`config.mk`:
```
export PLATFORM = sky130hd
export DESIGN_NAME = double_ended_queue_flat
export DESIGN_NICKNAME = d
export VERILOG_FILES = /design/src/rtl/deq_pkg.sv /design/src/rtl/deq_req_if.sv /design/src/rtl/deq_rsp_if.sv /design/src/rtl/double_ended_queue.sv /design/src/flat_wrapper.sv
export VERILOG_INCLUDE_DIRS = /design/src /design/src/rtl
export SDC_FILE = /design/constraint.sdc
export NUM_CORES = 1
export LEC_CHECK = 0
export BUFFER_PORTS_ARGS = -buffer_cell sky130_fd_sc_hd__buf_2
export CAP_MARGIN = 20
export CORE_MARGIN = 2
export CORE_UTILIZATION = 40
export CTS_CLUSTER_DIAMETER = 60
export DETAILED_ROUTE_END_ITERATION = 16
export GPL_ROUTABILITY_DRIVEN = 1
export GPL_TIMING_DRIVEN = 0
export PLACE_DENSITY = 0.56
export SETUP_SLACK_MARGIN = 0.4
export SYNTH_ARGS = -nofsm -noshare
export SYNTH_HDL_FRONTEND = slang
export SYNTH_SLANG_ARGS = --single-unit
```
`constraint.sdc`:
```
create_clock -name clock -period 5.9 [get_ports clock]
set_clock_uncertainty 0.1 [all_clocks]
set_input_delay 0.295 -clock clock [delete_from_list [all_inputs] [get_ports clock]]
set_output_delay 0.295 -clock clock [all_outputs]
set_load 0.005 [all_outputs]
```
`src/rtl/double_ended_queue_defines.svh`:
```
// ----------------------------------------------------------------------------
// Double-ended queue assertion macros
// Shared property wrappers for the queue's concurrent checks.
// ----------------------------------------------------------------------------
`ifndef DOUBLE_ENDED_QUEUE_DEFINES_SVH
`define DOUBLE_ENDED_QUEUE_DEFINES_SVH

// Check that cond holds in the same cycle as trig
`define DEQ_ASSERT_SAME(name, clk, rst, trig, cond, msg) \
   name: assert property (@(posedge clk) disable iff (rst) (trig) |-> (cond)) \
      else $error(msg);

// Check that cond holds in the cycle after trig
`define DEQ_ASSERT_NEXT(name, clk, rst, trig, cond, msg) \
   name: assert property (@(posedge clk) disable iff (rst) (trig) |=> (cond)) \
      else $error(msg);

`endif

```
`src/rtl/deq_pkg.sv`:
```
// ----------------------------------------------------------------------------
// Double-ended queue package
// Request kinds, response status codes and fixed field widths.
// ----------------------------------------------------------------------------
package deq_pkg;

   localparam int KIND_BITS   = 3;
   localparam int DATA_BITS   = 32;
   localparam int STATUS_BITS = 2;

   // Request kinds; code 7 is unused and answers ok without effect
   typedef enum logic [KIND_BITS-1:0] {
      KIND_PUSH_FRONT = 3'd0,
      KIND_PUSH_BACK  = 3'd1,
      KIND_POP_FRONT  = 3'd2,
      KIND_POP_BACK   = 3'd3,
      KIND_PEEK_FRONT = 3'd4,
      KIND_PEEK_BACK  = 3'd5,
      KIND_CLEAR      = 3'd6
   } kind_type;

   // Response status codes
   typedef enum logic [STATUS_BITS-1:0] {
      STATUS_OK    = 2'd0,
      STATUS_VALUE = 2'd1,
      STATUS_EMPTY = 2'd2,
      STATUS_FULL  = 2'd3
   } status_type;

endpackage

```
`src/rtl/deq_req_if.sv`:
```
// ----------------------------------------------------------------------------
// Double-ended queue request channel
// Valid/ready channel carrying the request kind and the word to push.
// ----------------------------------------------------------------------------
interface deq_req_if;

   logic                           valid;
   logic                           ready;
   logic [deq_pkg::KIND_BITS-1:0]  kind;
   logic [deq_pkg::DATA_BITS-1:0]  push_value;

   modport source (output valid, output kind, output push_value, input ready);
   modport sink   (input valid, input kind, input push_value, output ready);

endinterface

```
`src/rtl/deq_rsp_if.sv`:
```
// ----------------------------------------------------------------------------
// Double-ended queue response channel
// Valid/ready channel carrying the status and the word read back.
// ----------------------------------------------------------------------------
interface deq_rsp_if;

   logic                            valid;
   logic                            ready;
   logic [deq_pkg::STATUS_BITS-1:0] status;
   logic [deq_pkg::DATA_BITS-1:0]   read_value;

   modport source (output valid, output status, output read_value, input ready);
   modport sink   (input valid, input status, input read_value, output ready);

endinterface

```
`src/rtl/double_ended_queue.sv`:
```
// ----------------------------------------------------------------------------
// Double-ended queue: ring memory with front index and entry count
// A request passes through the read stage register, then the response register.
// A new request is taken only once the last has left the read stage and its response can move.
// Reset: synchronous reset empties the queue; ring memory is not cleared.
// ----------------------------------------------------------------------------
`include "double_ended_queue_defines.svh"

module double_ended_queue #(
   parameter int DEPTH     = 16,
   parameter int WORD_BITS = 32
) (
   input  logic       clock,
   input  logic       reset,
   deq_req_if.sink    req_chan,
   deq_rsp_if.source  rsp_chan
);

   localparam int IDX_BITS = $clog2(DEPTH);
   localparam int CNT_BITS = $clog2(DEPTH + 1);
   localparam int SUM_BITS = IDX_BITS + 1;
   localparam int OUT_BITS = deq_pkg::DATA_BITS;

   localparam logic [SUM_BITS-1:0] DEPTH_SUM  = SUM_BITS'(DEPTH);
   localparam logic [IDX_BITS-1:0] LAST_SLOT  = IDX_BITS'(DEPTH - 1);
   localparam logic [CNT_BITS-1:0] FULL_COUNT = CNT_BITS'(DEPTH);

   // Fold a sum of index and offset (below twice the depth) back into the ring
   function automatic logic [IDX_BITS-1:0] wrap_slot(input logic [SUM_BITS-1:0] sum);
      logic [SUM_BITS-1:0] folded;
      folded = (sum >= DEPTH_SUM) ? (sum - DEPTH_SUM) : sum;
      return folded[IDX_BITS-1:0];
   endfunction

   // Ring storage and queue pointers
   logic [WORD_BITS-1:0] ring_store_ff [DEPTH];
   logic [WORD_BITS-1:0] rd_data_ff;
   logic [IDX_BITS-1:0]  front_ff, front_in;
   logic [CNT_BITS-1:0]  count_ff, count_in;

   // Read stage and response register
   logic                 s1_valid_ff;
   deq_pkg::status_type  s1_status_ff, s1_status_in;
   logic                 s1_read_ff, s1_read_in;
   logic                 rsp_valid_ff;
   deq_pkg::status_type  rsp_status_ff;
   logic [OUT_BITS-1:0]  rsp_value_ff;

   logic                 req_accept;
   logic                 rsp_taken;
   logic                 is_empty;
   logic                 is_full;
   logic                 is_push;
   logic [IDX_BITS-1:0]  prev_slot;
   logic [IDX_BITS-1:0]  next_slot;
   logic [IDX_BITS-1:0]  tail_slot;
   logic [IDX_BITS-1:0]  back_slot;
   logic                 mem_we;
   logic [IDX_BITS-1:0]  mem_waddr;
   logic                 mem_re;
   logic [IDX_BITS-1:0]  mem_raddr;

   // Handshakes: take a request only when its result can move straight on
   assign rsp_taken      = rsp_valid_ff && rsp_chan.ready;
   assign req_chan.ready = !s1_valid_ff && (!rsp_valid_ff || rsp_chan.ready);
   assign req_accept     = req_chan.valid && req_chan.ready;

   assign rsp_chan.valid      = rsp_valid_ff;
   assign rsp_chan.status     = rsp_status_ff;
   assign rsp_chan.read_value = rsp_value_ff;

   // Ring slot arithmetic
   assign is_empty  = (count_ff == '0);
   assign is_full   = (count_ff == FULL_COUNT);
   assign prev_slot = (front_ff == '0) ? LAST_SLOT : (front_ff - IDX_BITS'(1));
   assign next_slot = wrap_slot({1'b0, front_ff} + SUM_BITS'(1));
   assign tail_slot = wrap_slot({1'b0, front_ff} + SUM_BITS'(count_ff));
   assign back_slot = wrap_slot({1'b0, front_ff} + SUM_BITS'(count_ff) - SUM_BITS'(1));
   assign is_push   = (req_chan.kind == deq_pkg::KIND_PUSH_FRONT) ||
                      (req_chan.kind == deq_pkg::KIND_PUSH_BACK);

   // Decode the request: pointer updates, memory access and status
   always_comb begin
      front_in     = front_ff;
      count_in     = count_ff;
      mem_we       = 1'b0;
      mem_waddr    = tail_slot;
      mem_re       = 1'b0;
      mem_raddr    = front_ff;
      s1_status_in = deq_pkg::STATUS_OK;
      s1_read_in   = 1'b0;
      case (req_chan.kind)
         deq_pkg::KIND_PUSH_FRONT, deq_pkg::KIND_PUSH_BACK: begin
            if (is_full) begin
               s1_status_in = deq_pkg::STATUS_FULL;
            end else begin
               mem_we   = req_accept;
               count_in = count_ff + CNT_BITS'(1);
               if (req_chan.kind == deq_pkg::KIND_PUSH_FRONT) begin
                  mem_waddr = prev_slot;
                  front_in  = prev_slot;
               end
            end
         end
         deq_pkg::KIND_POP_FRONT, deq_pkg::KIND_PEEK_FRONT: begin
            if (is_empty) begin
               s1_status_in = deq_pkg::STATUS_EMPTY;
            end else begin
               s1_status_in = deq_pkg::STATUS_VALUE;
               s1_read_in   = 1'b1;
               mem_re       = req_accept;
               if (req_chan.kind == deq_pkg::KIND_POP_FRONT) begin
                  front_in = next_slot;
                  count_in = count_ff - CNT_BITS'(1);
               end
            end
         end
         deq_pkg::KIND_POP_BACK, deq_pkg::KIND_PEEK_BACK: begin
            if (is_empty) begin
               s1_status_in = deq_pkg::STATUS_EMPTY;
            end else begin
               s1_status_in = deq_pkg::STATUS_VALUE;
               s1_read_in   = 1'b1;
               mem_re       = req_accept;
               mem_raddr    = back_slot;
               if (req_chan.kind == deq_pkg::KIND_POP_BACK) begin
                  count_in = count_ff - CNT_BITS'(1);
               end
            end
         end
         deq_pkg::KIND_CLEAR: begin
            front_in = '0;
            count_in = '0;
         end
         default: begin
         end
      endcase
   end

   // Ring memory: one write and one registered read per cycle; no request is
   // taken while the last is in the read stage, so a read never meets a write to its slot
   always_ff @(posedge clock) begin
      if (mem_we) begin
         ring_store_ff[mem_waddr] <= WORD_BITS'(req_chan.push_value);
      end
      if (mem_re) begin
         rd_data_ff <= ring_store_ff[mem_raddr];
      end
   end

   // Advance pointers on each request transaction
   always_ff @(posedge clock) begin
      if (reset) begin
         front_ff <= '0;
         count_ff <= '0;
      end else if (req_accept) begin
         front_ff <= front_in;
         count_ff <= count_in;
      end
   end

   // Hold the request's status while the memory read completes
   always_ff @(posedge clock) begin
      if (reset) begin
         s1_valid_ff <= 1'b0;
      end else begin
         s1_valid_ff <= req_accept;
      end
      if (req_accept) begin
         s1_status_ff <= s1_status_in;
         s1_read_ff   <= s1_read_in;
      end
   end

   // Load the response register; drop it once the transaction completes
   always_ff @(posedge clock) begin
      if (reset) begin
         rsp_valid_ff <= 1'b0;
      end else if (s1_valid_ff) begin
         rsp_valid_ff <= 1'b1;
      end else if (rsp_taken) begin
         rsp_valid_ff <= 1'b0;
      end
      if (s1_valid_ff) begin
         rsp_status_ff <= s1_status_ff;
         rsp_value_ff  <= s1_read_ff ? OUT_BITS'(rd_data_ff) : '0;
      end
   end

   // Checks
   `DEQ_ASSERT_SAME(count_in_range, clock, reset, 1'b1, count_ff <= FULL_COUNT, "entry count above depth")
   `DEQ_ASSERT_SAME(front_in_range, clock, reset, 1'b1, front_ff <= LAST_SLOT, "front index outside ring")
   `DEQ_ASSERT_NEXT(stage_drains, clock, reset, s1_valid_ff, rsp_valid_ff, "read stage result not registered")
   `DEQ_ASSERT_NEXT(full_push_holds, clock, reset, req_accept && is_push && is_full, $stable(count_ff) && $stable(front_ff), "refused push changed the queue")

endmodule

```
`src/flat_wrapper.sv`:
```
// flat-port wrapper written by rule: the top's interface ports become plain ports
module double_ended_queue_flat 
#(
   parameter int DEPTH     = 16,
   parameter int WORD_BITS = 32
)
  (clock, reset, req_chan_valid, req_chan_kind, req_chan_push_value, req_chan_ready, rsp_chan_valid, rsp_chan_status, rsp_chan_read_value, rsp_chan_ready);
  deq_req_if req_chan_i ();
  deq_rsp_if rsp_chan_i ();
  input  logic clock;
  input  logic reset;
  input wire logic [$bits(req_chan_i.valid)-1:0] req_chan_valid;
  input wire logic [$bits(req_chan_i.kind)-1:0] req_chan_kind;
  input wire logic [$bits(req_chan_i.push_value)-1:0] req_chan_push_value;
  output wire logic [$bits(req_chan_i.ready)-1:0] req_chan_ready;
  output wire logic [$bits(rsp_chan_i.valid)-1:0] rsp_chan_valid;
  output wire logic [$bits(rsp_chan_i.status)-1:0] rsp_chan_status;
  output wire logic [$bits(rsp_chan_i.read_value)-1:0] rsp_chan_read_value;
  input wire logic [$bits(rsp_chan_i.ready)-1:0] rsp_chan_ready;
  assign req_chan_i.valid = req_chan_valid;
  assign req_chan_i.kind = req_chan_kind;
  assign req_chan_i.push_value = req_chan_push_value;
  assign req_chan_ready = req_chan_i.ready;
  assign rsp_chan_valid = rsp_chan_i.valid;
  assign rsp_chan_status = rsp_chan_i.status;
  assign rsp_chan_read_value = rsp_chan_i.read_value;
  assign rsp_chan_i.ready = rsp_chan_ready;
  double_ended_queue #(.DEPTH(DEPTH), .WORD_BITS(WORD_BITS)) u_core (.clock(clock), .reset(reset), .req_chan(req_chan_i), .rsp_chan(rsp_chan_i));
endmodule
```
## Word-level counts from Yosys, hierarchy flattened

Memories as Yosys holds them, arrays and structs flattened. A register that Yosys moved wholly into a read port is not among the register bits.
Cells that the tools add are included.

| cells by class | value |
|---|---|
| $add $sub $neg | 9 |
| magnitude comparators | 3 |
| equality and inequality tests | 13 |
| multiplexer cells | 32 |
| reduce and logical (&&, ||, !) cells | 18 |

Operators with widths:

| kind | count |
|---|---|
| $mux 4 | 13 |
| $mux 5 | 5 |
| $pmux 5 s4 | 1 |
| $sub 4x1->4 const B | 4 |
| $ge 5x5->1 const B | 3 |
| $pmux 4 s3 | 1 |
| $sub 5x1->5 const B | 2 |
| $eq 3x3->1 const B | 3 |
| $mux 1 | 9 |
| $reduce_and 7->1 | 1 |
| $eq 3x2->1 const B | 2 |
| $ne 2x1->1 const B | 3 |
| $ne 2x2->1 const B | 3 |
| $reduce_and 6->1 | 1 |
| $reduce_or 2->1 | 3 |
| $add 4x1->5 const B | 1 |
| $add 4x5->5 | 1 |
| $add 5x1->5 const B | 1 |
| $eq 5x5->1 const B | 1 |
| $logic_not 5->1 | 1 |
| $logic_not 4->1 | 1 |
| $mux 2 | 2 |
| $pmux 2 s2 | 1 |
| $reduce_bool 4->1 | 1 |
| 8 further kinds | 11 |

| storage, ports and cells | value |
|---|---|
| bits in registers | 48 |
| RAM bits | 512 |
| input port bits | 39 |
| output and inout port bits | 36 |
| logic and storage cells | 84 |
| memories | 1 |

Memory list:

| memory | words | bits a word | read ports | clocked after memory_dff | wr ports | line | text |
|---|---|---|---|---|---|---|---|
| u_core.ring_store_ff | 16 | 32 | 1 | 1 | 1 | double_ended_queue.sv:36 | `logic [WORD_BITS-1:0] ring_store_ff [DEPTH];` |

## Longest topological paths before layout

| depth | value |
|---|---|
| depth after elaboration | 8 |
| gate-level depth with buffers | 14 |

## Worst setup path before layout

No wires, ideal clock.

| path | value |
|---|---|
| path kind | reg-to-reg |
| start | reg u_core.s1_valid_ff |
| end | reg u_core.rd_data_ff[0] (read register of u_core.ring_store_ff), enable pin |
| data arrival time | 3408 ps |
| required time | 5339 ps |
| path slack | 1931 ps |
| stages on the path, launching flop included | 4 |
| buffers on the path | 0 |
| path through | dfxtp_1 a21oi_1 nand2_1 nor3_1 |

| between the ends | value |
|---|---|
| cells in the longest elaborated chain, start to end | 5 |

Ends and longest elaborated chain:

| item | line | text |
|---|---|---|
| from (decl) | double_ended_queue.sv:42 | `logic s1_valid_ff;` |
| from (signal assigned) | double_ended_queue.sv:167 | `s1_valid_ff <= req_accept;` |
| $logic_not 1->1 | double_ended_queue.sv:65 | `assign req_chan.ready = !s1_valid_ff && (!rsp_valid_ff \|\| rsp_chan.ready);` |
| $logic_and 1x1->1 | double_ended_queue.sv:65 |  |
| net req_chan_ready | flat_wrapper.sv:15 | `output wire logic [$bits(req_chan_i.ready)-1:0] req_chan_ready;` |
| $logic_and 1x1->1 | double_ended_queue.sv:66 | `assign req_accept = req_chan.valid && req_chan.ready;` |
| $mux 1 | double_ended_queue.sv:106, double_ended_queue.sv:119 |  |
| $mux 1 | - |  |
| net u_core.mem_re | double_ended_queue.sv:60 | `logic mem_re;` |
| to (decl) | double_ended_queue.sv:37 | `logic [WORD_BITS-1:0] rd_data_ff;` |

The timed path passes the listed nets, and every way through them passes these cells.
A chain may end at the register's enable or synchronous reset.

## Final worst setup path

| path | value |
|---|---|
| start | reg u_core.count_ff[0] |
| end | reg u_core.rd_data_ff[28] (read register of u_core.ring_store_ff) (data pin) |

| between the ends | value |
|---|---|
| cells in the longest elaborated chain, start to end | 6 |
| elaborated cells on any way between the ends | 10 |
| those cells by class | add/sub: 3; order compare: 1; mux: 5; reduce/logical: 1 |

Ends and longest elaborated chain:

| item | line | text |
|---|---|---|
| from (decl) | double_ended_queue.sv:39 | `logic [CNT_BITS-1:0] count_ff, count_in;` |
| from (signal assigned) | double_ended_queue.sv:158 | `count_ff <= count_in;` |
| $add 4x5->5 | double_ended_queue.sv:78 | `assign back_slot = wrap_slot({1'b0, front_ff} + SUM_BITS'(count_ff) - SUM_BITS'(1));` |
| $sub 5x1->5 | double_ended_queue.sv:78 |  |
| $sub 4x1->4 / $ge 5x5->1 (equally long branches) | double_ended_queue.sv:31 | `folded = (sum >= DEPTH_SUM) ? (sum - DEPTH_SUM) : sum;` |
| $mux 4 | double_ended_queue.sv:31 |  |
| $mux 4 | double_ended_queue.sv:119 | `if (is_empty) begin` |
| $mux 4 | double_ended_queue.sv:92 | `case (req_chan.kind)` |

Several ways; a longest one is shown, not always the timed one.

==> flow_metrics.env <==
export IMPL_outcome="finished, final reports clean"
export IMPL_antenna_found_initial=0
export IMPL_initial_core_util_pct=40.3
export IMPL_syn_area_um2=28800
export IMPL_cts_tree="done"
export IMPL_synth_ff_latch_count=592
export IMPL_preCtsSetupSlack_ns=0.451
export IMPL_power_uw=10300
export IMPL_ioPinCount=75
export IMPL_fin_nets=2155
export IMPL_dp_hpwl_mm=54.3
export IMPL_synth_flop_cell="edfxtp_1"
export IMPL_synth_compound_area_share_pct=3.65
export IMPL_end_kind="flop"
export IMPL_final_cell_mix="mux2i_1, edfxtp_1, o22ai_1"
export IMPL_overflow=0
export IMPL_grt_pass1_wl_mm=115
export IMPL_worst_ep_arrival_time_ns=5.54
export IMPL_combinationalPowerShare_pct=15.0
export IMPL_fmax_mhz=194
export IMPL_first_global_vias=17805
export IMPL_hold_start="req_chan_kind[0]"
export IMPL_timing_final_crit_share_pct=87.6
export IMPL_finalSetupViolCount=0
export IMPL_r2r_start="u_core.count_ff[0]"
export IMPL_grt_total_usage_pct=21.2
export IMPL_synthArstFlopShare_pct=0
export IMPL_ant_nets=0
export IMPL_power_density_nw_per_um2=309
export IMPL_rsz0062_at_grt="false"
export IMPL_die_h_um=272
export IMPL_synth_top_family_by_area="multiplexers"
export IMPL_synthMuxAreaShare_pct=28.3
export IMPL_relSlewSlack_pct=23.7
export IMPL_startpoint="u_core.count_ff[0]"
export IMPL_fin_util_pct=46.9
export IMPL_post_cts_buffers=0
export IMPL_hp_class="primary input to flop"
export IMPL_dieArea_um2=74100
export IMPL_area_growth_pct=16.4
export IMPL_worstPathRequired_ns=6.28
export IMPL_postSynthAreaPerCell_um2=15.2
export IMPL_final_max_slew_viol_count=0
export IMPL_postLayoutSetupSlackWorst_ns=0.732
export IMPL_cp_max_fo=10
export IMPL_seqPwrFrac_pct=45.7
export IMPL_worstSetupPathType="flop to flop"
export IMPL_yosysUniqueCellTypes=47
export IMPL_hold_viol_final=0
export IMPL_cts_buffers=68
export IMPL_grt_max_degree=21
export IMPL_clk_root_buffer_cell="clkbuf_16"
export IMPL_ir_drop_v=0.000225
export IMPL_drt_initial_drc_count=1076
export IMPL_leakagePower_uw=0.0121
export IMPL_ys_warn_count=0
export IMPL_max_cap_violations=0
export IMPL_p_clk_share_pct=39.2
export IMPL_drive_gt1_share_pct=14.7
export IMPL_synth_nets=1948
export IMPL_synth_seq_area_share_pct=61.4
export IMPL_drtPass1Iterations=6
export IMPL_syn_inst=1897
export IMPL_route_detailed_drc=0
export IMPL_cts_sinks=592
export IMPL_die_w_um=272
export IMPL_tightest_slew_ns=1.14
export IMPL_p_sw_share_pct=25.4
export IMPL_fin_crit_ns=5.17
export IMPL_htreeDepth=3
export IMPL_clock_path_buffers=3
export IMPL_fillCellCount=6232
export IMPL_wl_per_cell_um=25.5
export IMPL_gp_routability_congestion=0.803
export IMPL_via_per_inst=5.57
export IMPL_synth_edf_count=581
export IMPL_worst_setup_path_start_kind="flop"
export IMPL_port_buffers=72
export IMPL_via_count=17281
export IMPL_synth_adder_area_share_pct=0.574
export IMPL_layout_commonest_cell="mux2i_1"
export IMPL_rows=98
export IMPL_synth_xor_area_share_pct=0.509
export IMPL_wl_mm=79.0
export IMPL_coreArea_um2=71400
export IMPL_synth_simple_area_share_pct=2.71
export IMPL_p_int_uw=7720
export IMPL_clk_latency_ns=0.62
export IMPL_p_switching_uw=2630
export IMPL_setup_tns_ns=0
export IMPL_antenna_cells=0
export IMPL_clk_pin_slew_ns=0.06
## cells by family after synthesis
| family | Yosys count |
|---|---|
| simple gates | 172 |
| mux | 808 |
| buf+inv | 136 |
| fa+ha+maj | 12 |
| xor+xnor | 11 |
| compound gates | 166 |
| flops | 592 |
## flip-flops by register name, summed over array words and instances, names as in the netlist, 2 cells and up
signal and flops:
u_core.ring_store_ff 512, u_core.rd_data_ff 32, u_core.rsp_chan.read_value 32, u_core.count_ff 5, u_core.front_ff 4, u_core.rsp_chan.status 2
u_core.s1_status_ff 2
## per-layer routing
| metal | share of wire, % | track usage [%] | wire, um | up-vias |
|---|---|---|---|---|
| li1 | - | - | - | 7844 |
| met3 | 3.7 | 2.55 | 2960 | 115 |
| met4 | 2.3 | 6.64 | 1830 | 0 |
| met1 | 44 | 27.4 | 34700 | 8961 |
| met2 | 50 | 37.1 | 39500 | 361 |
| met5 | 0 | 0 | 0 | - |
## metrics by stage
| stage | instance area (um2) | std cells | hold slack (ns) |
|---|---|---|---|
| finish | 33500 | 3100 | 0.0637 |
| global route | 33500 | 3100 | 0.0877 |
| CTS | 33400 | 3097 | 0.0228 |
| detailed placement | 31000 | 2945 | 0.308 |
| global placement | 30300 | 2919 | 0.307 |
| floorplan | 28800 | 1897 | 0.267 |
## path summary, 6_finish.rpt
kind | to | depth (start not counted) | slack [ns]
setup / recovery | u_core.rd_data_ff[28] | 13 | 0.73
hold / removal | u_core.front_ff[3] | 4 | 0.06
setup reg to reg | u_core.rd_data_ff[28] | 13 | 0.73
hold reg to reg | u_core.rsp_chan.status[0] | 0 | 0.32
## Yosys cell counts, types with 3 or more instances
library cell  count  area share, %
and2_1           32           0.70
clkbuf_1         59           0.77
buf_6            32            1.3
a21oi_1          16           0.28
buf_4             4           0.10
buf_2            24           0.42
mux2i_1         770             27
dfxtp_1          11           0.77
ha_1             10           0.43
a21o_1            4           0.10
edfxtp_1        581             61
o21ai_0           6           0.10
o22ai_1         128            2.8
nor2_1          100            1.3
mux2_2           36            1.4
nand2b_1          4          0.087
a211oi_1          3          0.078
xor2_1            3          0.091
inv_1            10           0.13
nor3_1            8           0.14
xnor2_1           4           0.12
nand2_1          17           0.22
buf_1             5          0.065
## power by group through the flow
stage / combinational [uW] / clock (uW) / sequential [uW]
3_3_place_gp: 1470 / 0 / 4830
2_1_floorplan: 995 / 0 / 4820
5_1_grt: 1660 / 4300 / 4740
6_report: 1560 / 4060 / 4730
3_5_place_dp: 1540 / 0 / 4820
4_1_cts: 1560 / 4140 / 4730
## worst max-delay path, stage by stage, from the launching register on
cell	delay, ns
dfxtp_1	0.38
ha_1	0.32
clkbuf_1	0.37
buf_2	0.54
clkdlybuf4s15_1	0.81
inv_1	0.19
ha_1	0.25
xor3_1	0.36
nor2_1	0.09
mux2i_4	0.54
buf_2	0.45
o22ai_1	0.14
nor2_1	0.22
mux2_2	0.22
## area by class of cell
| cell class | count | area, um2 | area share [%] |
|---|---|---|---|
| Inverter | 10 | 37.5 | 0.112 |
| Clock inverter | 32 | 280 | 0.837 |
| Sequential cell | 592 | 17700 | 52.7 |
| Clock buffer | 84 | 1840 | 5.48 |
| Buffer | 126 | 787 | 2.35 |
| Tap cell | 950 | 1190 | 3.55 |
| Multi-Input combinational cell | 1169 | 10400 | 31.1 |
| Timing Repair Buffer | 137 | 1270 | 3.80 |
## what timing repair did
| item | in CTS | in global routing |
|---|---|---|
| endpoints found under the hold margin | 516 | 0 |
| gates resized for setup | 0 | 2 |
| setup endpoints to repair | 0 | 31 |
| hold buffers | 36 | 0 |
Power figures use the tool's default switching activity.
